==> src/rtl/lif_pkg.sv <==
// Shared types, widths and constants for the LIF neuron RK4 update unit.
package lif_pkg;

    // Field widths
    localparam int IDX_W    = 10;
    localparam int VOLT_W   = 16;
    localparam int CNT_W    = 8;
    localparam int TIME_W   = 16;
    localparam int GAIN_W   = 16;
    localparam int CFG_IDX_W = 2;
    localparam int CFG_W    = 16;
    localparam int S_DATA_W = 48;
    localparam int M_DATA_W = 40;

    // Datapath widths
    localparam int D_W    = 28;   // stage operand (2^-16 volt units)
    localparam int G_W    = 23;   // second multiplier operand
    localparam int PROD_W = 51;   // shared multiplier product
    localparam int K_W    = 29;   // RK4 stage slope
    localparam int S_W    = 32;   // weighted slope sum
    localparam int U_W    = 21;   // biased quotient input of the divide by three
    localparam int Q_W    = 22;   // signed voltage increment
    localparam int NV_W   = 23;   // unsaturated new voltage

    // Register indexes
    localparam logic [CFG_IDX_W-1:0] CFG_STEP_GAIN       = 2'd0;
    localparam logic [CFG_IDX_W-1:0] CFG_RESET_VOLTAGE   = 2'd1;
    localparam logic [CFG_IDX_W-1:0] CFG_SPIKE_THRESHOLD = 2'd2;

    // Register reset values
    localparam logic [GAIN_W-1:0]        GAIN_RESET = 16'd1638;
    localparam logic signed [VOLT_W-1:0] VRST_RESET = 16'sd0;
    localparam logic signed [VOLT_W-1:0] THR_RESET  = 16'sd3840;

    // Voltage constants, Q8.8
    localparam logic signed [VOLT_W-1:0] VOLT_RESET_LIMIT = 16'sd5120;  // 20.0
    localparam logic signed [VOLT_W-1:0] VOLT_SPIKE       = 16'sd7680;  // 30.0
    localparam logic signed [VOLT_W-1:0] VOLT_MAX         = 16'sd32767;
    localparam logic signed [VOLT_W-1:0] VOLT_MIN         = -16'sd32768;
    localparam logic [CNT_W-1:0]         CNT_MAX          = 8'd255;

    // Divide by 1536: bias by 768 for rounding, plus 3*2^19 quotient offset
    // shifted up by 9 so the dividend stays positive.
    localparam logic signed [S_W-1:0]  DIV_BIAS   = 32'sd805307136;
    localparam logic signed [G_W-1:0]  RECIP3     = 23'sd2796202;   // floor(2^23/3)
    localparam int                     RECIP3_SH  = 23;
    localparam logic signed [Q_W-1:0]  Q_OFFSET   = 22'sd524288;    // 2^19
    localparam logic signed [PROD_W-1:0] K_ROUND  = 51'sd32768;

    // Controller states
    typedef enum logic [8:0] {
        ST_CLEAR = 9'b000000001,
        ST_IDLE  = 9'b000000010,
        ST_LOAD  = 9'b000000100,
        ST_MUL   = 9'b000001000,
        ST_ACC   = 9'b000010000,
        ST_DIVA  = 9'b000100000,
        ST_DIVB  = 9'b001000000,
        ST_CORR  = 9'b010000000,
        ST_FIN   = 9'b100000000
    } state_t;

    // Controller to datapath
    typedef struct packed {
        logic clear;
        logic capture;
        logic load;
        logic mul;
        logic acc;
        logic div_a;
        logic div_b;
        logic corr;
        logic finish;
    } cmd_t;

    // Datapath to controller
    typedef struct packed {
        logic clear_done;
        logic last_stage;
        logic out_free;
    } status_t;

    // True when a nibble digit sum is a multiple of five
    function automatic logic is_mult5(input logic [5:0] x);
        logic hit;
        case (x) inside
            6'd0, 6'd5, 6'd10, 6'd15, 6'd20, 6'd25, 6'd30,
            6'd35, 6'd40, 6'd45, 6'd50, 6'd55, 6'd60: hit = 1'b1;
            default: hit = 1'b0;
        endcase
        return hit;
    endfunction

endpackage

==> src/rtl/lif_ctrl.sv <==
// Sequencer for one neuron update: clear pass, load, RK4 stages, divide, write back.
module lif_ctrl (
    input  logic              aclk,
    input  logic              aresetn,
    input  logic              s_tvalid,
    output logic              s_tready,
    input  lif_pkg::status_t  status,
    output lif_pkg::cmd_t     cmd
);

    lif_pkg::state_t state_reg, state_next;

    // State register
    always_ff @(posedge aclk) begin
        if (!aresetn) begin
            state_reg <= lif_pkg::ST_CLEAR;
        end else begin
            state_reg <= state_next;
        end
    end

    // Advance through the step sequence
    always_comb begin
        state_next = state_reg;
        case (state_reg)
            lif_pkg::ST_CLEAR: if (status.clear_done) state_next = lif_pkg::ST_IDLE;
            lif_pkg::ST_IDLE:  if (s_tvalid) state_next = lif_pkg::ST_LOAD;
            lif_pkg::ST_LOAD:  state_next = lif_pkg::ST_MUL;
            lif_pkg::ST_MUL:   state_next = lif_pkg::ST_ACC;
            lif_pkg::ST_ACC: begin
                state_next = status.last_stage ? lif_pkg::ST_DIVA : lif_pkg::ST_MUL;
            end
            lif_pkg::ST_DIVA:  state_next = lif_pkg::ST_DIVB;
            lif_pkg::ST_DIVB:  state_next = lif_pkg::ST_CORR;
            lif_pkg::ST_CORR:  state_next = lif_pkg::ST_FIN;
            lif_pkg::ST_FIN:   if (status.out_free) state_next = lif_pkg::ST_IDLE;
            default:           state_next = lif_pkg::ST_CLEAR;
        endcase
    end

    // Decode commands
    assign s_tready    = (state_reg == lif_pkg::ST_IDLE);
    assign cmd.clear   = (state_reg == lif_pkg::ST_CLEAR);
    assign cmd.capture = (state_reg == lif_pkg::ST_IDLE) && s_tvalid;
    assign cmd.load    = (state_reg == lif_pkg::ST_LOAD);
    assign cmd.mul     = (state_reg == lif_pkg::ST_MUL);
    assign cmd.acc     = (state_reg == lif_pkg::ST_ACC);
    assign cmd.div_a   = (state_reg == lif_pkg::ST_DIVA);
    assign cmd.div_b   = (state_reg == lif_pkg::ST_DIVB);
    assign cmd.corr    = (state_reg == lif_pkg::ST_CORR);
    assign cmd.finish  = (state_reg == lif_pkg::ST_FIN) && status.out_free;

    // Results are only committed into a free output register
    a_finish_free: assert property (@(posedge aclk) disable iff (!aresetn)
        cmd.finish |-> status.out_free)
        else $error("result committed while output register busy");

    // No beat is taken before the clearing pass has finished
    a_accept_after_clear: assert property (@(posedge aclk) disable iff (!aresetn)
        (s_tvalid && s_tready) |-> status.clear_done)
        else $error("input beat accepted during clearing pass");

    // The fourth stage hands over to the divide
    a_last_to_div: assert property (@(posedge aclk) disable iff (!aresetn)
        (cmd.acc && status.last_stage) |=> cmd.div_a)
        else $error("divide did not follow the last RK4 stage");

endmodule

==> config.mk <==
export PLATFORM = sky130hd
export DESIGN_NAME = lif_ctrl
export DESIGN_NICKNAME = d
export VERILOG_FILES = /design/src/rtl/lif_pkg.sv /design/src/rtl/lif_ctrl.sv
export SDC_FILE = /design/constraint.sdc
export NUM_CORES = 1
export LEC_CHECK = 0
export ABC_CLOCK_PERIOD_IN_PS = 1890
export BUFFER_PORTS_ARGS = -buffer_cell sky130_fd_sc_hd__buf_2
export CAP_MARGIN = 20
export CORE_MARGIN = 10
export CORE_UTILIZATION = 25
export CTS_CLUSTER_DIAMETER = 100
export DETAILED_ROUTE_END_ITERATION = 10
export GPL_ROUTABILITY_DRIVEN = 0
export PLACE_DENSITY = 0.5
export SYNTH_ARGS = -nofsm -noshare
export SYNTH_HDL_FRONTEND = slang
export SYNTH_SLANG_ARGS = --single-unit
==> constraint.sdc <==
create_clock -name aclk -period 1.89 [get_ports aclk]
set_input_delay 0.0945 -clock aclk [delete_from_list [all_inputs] [get_ports aclk]]
set_output_delay 0.0945 -clock aclk [all_outputs]
set_load 0.02 [all_outputs]
After elaboration in Yosys (flattened, before gate mapping)

Cells that the tools add are included.

Equal/unequal tests: 12
Muxes and demuxes: 5
Reduce and logical (&&, ||, !) cells: 3

Operator list:

| cell                                                 | count |
|---|---|
| case mux 9 bit (9 select lines)                      | 1 |
| two-way mux 9 bit                                    | 3 |
| equality test 9 x 1 -> 1 bit (second input constant) | 1 |
| equality test 9 x 2 -> 1 bit (second input constant) | 1 |
| equality test 9 x 3 -> 1 bit (second input constant) | 1 |
| equality test 9 x 4 -> 1 bit (second input constant) | 1 |
| equality test 9 x 5 -> 1 bit (second input constant) | 1 |
| equality test 9 x 6 -> 1 bit (second input constant) | 1 |
| equality test 9 x 7 -> 1 bit (second input constant) | 1 |
| equality test 9 x 8 -> 1 bit (second input constant) | 1 |
| equality test 9 bit (second input constant)          | 1 |
| two-way mux 6 bit                                    | 1 |
| != test 2 bit (second input constant)                | 3 |
| AND reduction 3 bit                                  | 1 |
| logical AND 1 bit                                    | 2 |

Register bits: 9
Input port bits: 6
Logic and storage cells: 21

Logic depth before layout (Yosys ltp)

Depth after elaboration: 3
Gate-level depth with buffers: 5
Mapped depth without buffers: 4

Least setup slack after synthesis

Ideal clock, no wire load.

Path type: reg2reg
Start: register state_reg[2]
End: register state_reg[7]
Arrival time: 1622 ps
Required time: 1828 ps
Setup slack: 207 ps
Cell stages (with the launch flop): 5
Buffers on the path: 0
Period minus slack after synthesis: 1683 ps
Path through: dfxtp_1 -> nor4_2 -> nand2_1 -> nor4b_2 -> and3_1

RTL lines:

| element                  | RTL line       | RTL |
|---|---|---|
| start: declaration       | lif_ctrl.sv:11 | `lif_pkg::state_t state_reg, state_next;` |
| start signal: assignment | lif_ctrl.sv:16 | `state_reg <= lif_pkg::ST_CLEAR;` |
| start signal: assignment | lif_ctrl.sv:18 | `state_reg <= state_next;` |

==> impl_metrics.json <==
{
  "status": "finished, final reports clean",
  "grt_use_total_pct": 7.13,
  "route.vias.total": 659,
  "syn_avg_cell_area_um2": 7.72,
  "synthArstFlopShare_pct": 0,
  "synth-xor-area-share_pct": 2.91,
  "die_w_um": 69.1,
  "root_buffer": "clkbuf_4",
  "postPlaceCellArea_um2": 736,
  "dpl.hpwl_um": 1300,
  "r2r_cells": 4,
  "maxCapViolations": 0,
  "hold_class": "primary input to register",
  "fillers": 270,
  "dp_slack_ns": 0.224,
  "power_density_mw_per_mm2": 736,
  "antenna_left": 0,
  "via_per_inst": 5.19,
  "antenna_found_initial": 0,
  "pin_count": 16,
  "path_class": "register to primary output",
  "post-cts-setup-buffers": 0,
  "rows": 17,
  "grt_pass1_vias": 647,
  "clk_latency_ns": 0.26,
  "wl_met2_um": 710,
  "synth_edf_count": 0,
  "crit_required_ns": 1.80,
  "start_util_pct": 26.7,
  "met3WireLength_um": 93,
  "synthMuxAreaShare_pct": 0,
  "worst_slack_ns": 0.185,
  "postCtsHoldBufs": 0,
  "multi_input_area_um2": 405,
  "synth_nets": 84,
  "largest_reg_flops": 9,
  "cts_tree": "done",
  "cp-start-kind": "register",
  "wl_um": 1650,
  "grt_setup_unrepaired": "no",
  "worstPathArrival_ns": 1.61,
  "synth_fa_ha_area_share_pct": 0,
  "antenna_cells": 0,
  "ys_ff_latch": 9,
  "final_area_um2": 772,
  "fp.dieH_um": 69.1,
  "final-setup-viol-count": 0,
  "highest_layer": "met4",
  "hold_viol_final": 0,
  "period_needed_ns": 1.70,
  "clock-sinks": 9,
  "whs_ns": 0.0572,
  "critPathMaxFanout": 8,
  "fin_nets": 106,
  "synth_cells": 78,
  "cts_max_path_buffers": 2,
  "cts_buffers": 3,
  "p_total_uw": 568,
  "drive_gt1_share_pct": 29.3,
  "worst_slew_pin_slew_ns": 0.324,
  "maxSlewViolCount": 0,
  "synth_compound_area_share_pct": 14.3,
  "synth-main-ff-cell": "dfxtp_1",
  "cts_resized": 0,
  "ys_seq_area_share_pct": 29.9,
  "htreeDepth": 1,
  "whs_path_depth": 3,
  "vdd_drop_max_uv": 266,
  "area.sequential_um2": 181,
  "firstDrtPassIters": 4,
  "period_share_pct": 90.2,
  "syn2layout_area_growth_pct": 28.3,
  "drc_errors": 0,
  "grt_max_degree": 9,
  "tns_ns": 0,
  "routedWlPerCell_um": 13.0,
  "fp.coreArea_mm2": 0.00225,
  "synthSimpleGateAreaFrac_pct": 48.6,
  "fmax_ghz": 0.587,
  "end_kind": "primary output",
  "wl_met1_um": 839,
  "yosysWarnings": 0,
  "synth_area_um2": 602,
  "grt_overflow": 0,
  "die_area_mm2": 0.00477,
  "max_slew_margin_pct": 78.3,
  "clock-skew-final_ns": 0.00375,
  "clk_pin_slew_ns": 0.06,
  "ys_types": 30,
  "drt_iter0_drc": 20,
  "p_leak_nw": 0.342,
  "port_buffers": 15,
  "grt_pass1_wl_um": 2950,
  "synth_top_family_by_area": "simple AND/OR/NAND/NOR gates"
}
[critical path: stages (launching register included)]
cell and delay, ns:
dfxtp_1 0.32, buf_4 0.16, nor2_1 0.22, nand2_1 0.18, nor4b_2 0.26, buf_2 0.21
[cell type report]
cell class,instances,share of cell area [%]
Inverter,3,1.46
Sequential cell,9,23.5
Timing Repair Buffer,20,14.6
Clock buffer,4,3.40
Tap cell,28,4.54
Multi-Input combinational cell,63,52.5
[worst paths after layout]
path / start / to / slack (ns)
max: state_reg[1]$_SDFFE_PN0P_ / cmd[2] / 0.19
min: status[1] / state_reg[5]$_SDFFE_PN0P_ / 0.06
max reg2reg: state_reg[3]$_SDFFE_PN0P_ / state_reg[2]$_SDFFE_PN0P_ / 0.21
min reg2reg: state_reg[1]$_SDFFE_PN0P_ / state_reg[1]$_SDFFE_PN0P_ / 0.65
[cells by family after synthesis]
family / after synthesis
buffers and inverters: 6
DFF: 9
AOI/OAI and AO/OA: 13
and+or+nand+nor: 48
xor gates and xnor gates: 2
[per-stage QoR]
| stage | util (%) | std cells |
|---|---|---|
| final | 34.2 | 127 |
| after detailed placement | 32.6 | 123 |
| after CTS | 33.8 | 127 |
| after global placement | 32.6 | 123 |
| after floorplan | - | 78 |
| after global routing | 34.2 | 127 |
[report_power, final]
part / leakage [nW] / internal, mW / switching (mW)
combinational: 0.254 / 0.0818 / 0.118
clock: 0.0150 / 0.0816 / 0.0732
sequential: 0.0735 / 0.203 / 0.00990
[layer usage]
layer  vias to the layer above  global-route usage, %
li1                        333                      -
met1                       305                   8.59
met2                        19                   10.2
met3                         2                   3.14
met4                         0                   3.99
met5                         -                      0
[cell usage after synthesis, types with 2 or more instances]
cell type  count  share of area [%]
nor2_1        11                6.9
dfxtp_1        9                 30
nand2_1        8                5.0
nor3_1         7                5.8
nor3b_1        4                5.0
a21oi_1        3                2.5
inv_1          3                1.9
nand2b_1       3                3.1
o21ai_0        3                2.5
a31oi_1        2                2.1
and3_1         2                2.1
and4b_1        2                3.3
buf_2          2                1.7
or3b_1         2                2.9
xor2_1         2                2.9
[placed cells by master (no fill, tap or decap), drive strengths merged, types with 2 or more instances in the layout]
| cell | instances |
|---|---|
| buf | 20 |
| nor2 | 11 |
| dfxtp | 9 |
| nand2 | 8 |
| nor3 | 8 |
| nor3b | 4 |
| clkbuf | 4 |
| nand2b | 3 |
| inv | 3 |
| a21oi | 3 |
| o21ai | 3 |
| and4b | 2 |
| or3b | 2 |
| a31oi | 2 |
| and3 | 2 |
| xor2 | 2 |
| or4 | 2 |
No activity file was read; power rests on OpenSTA's default activity.
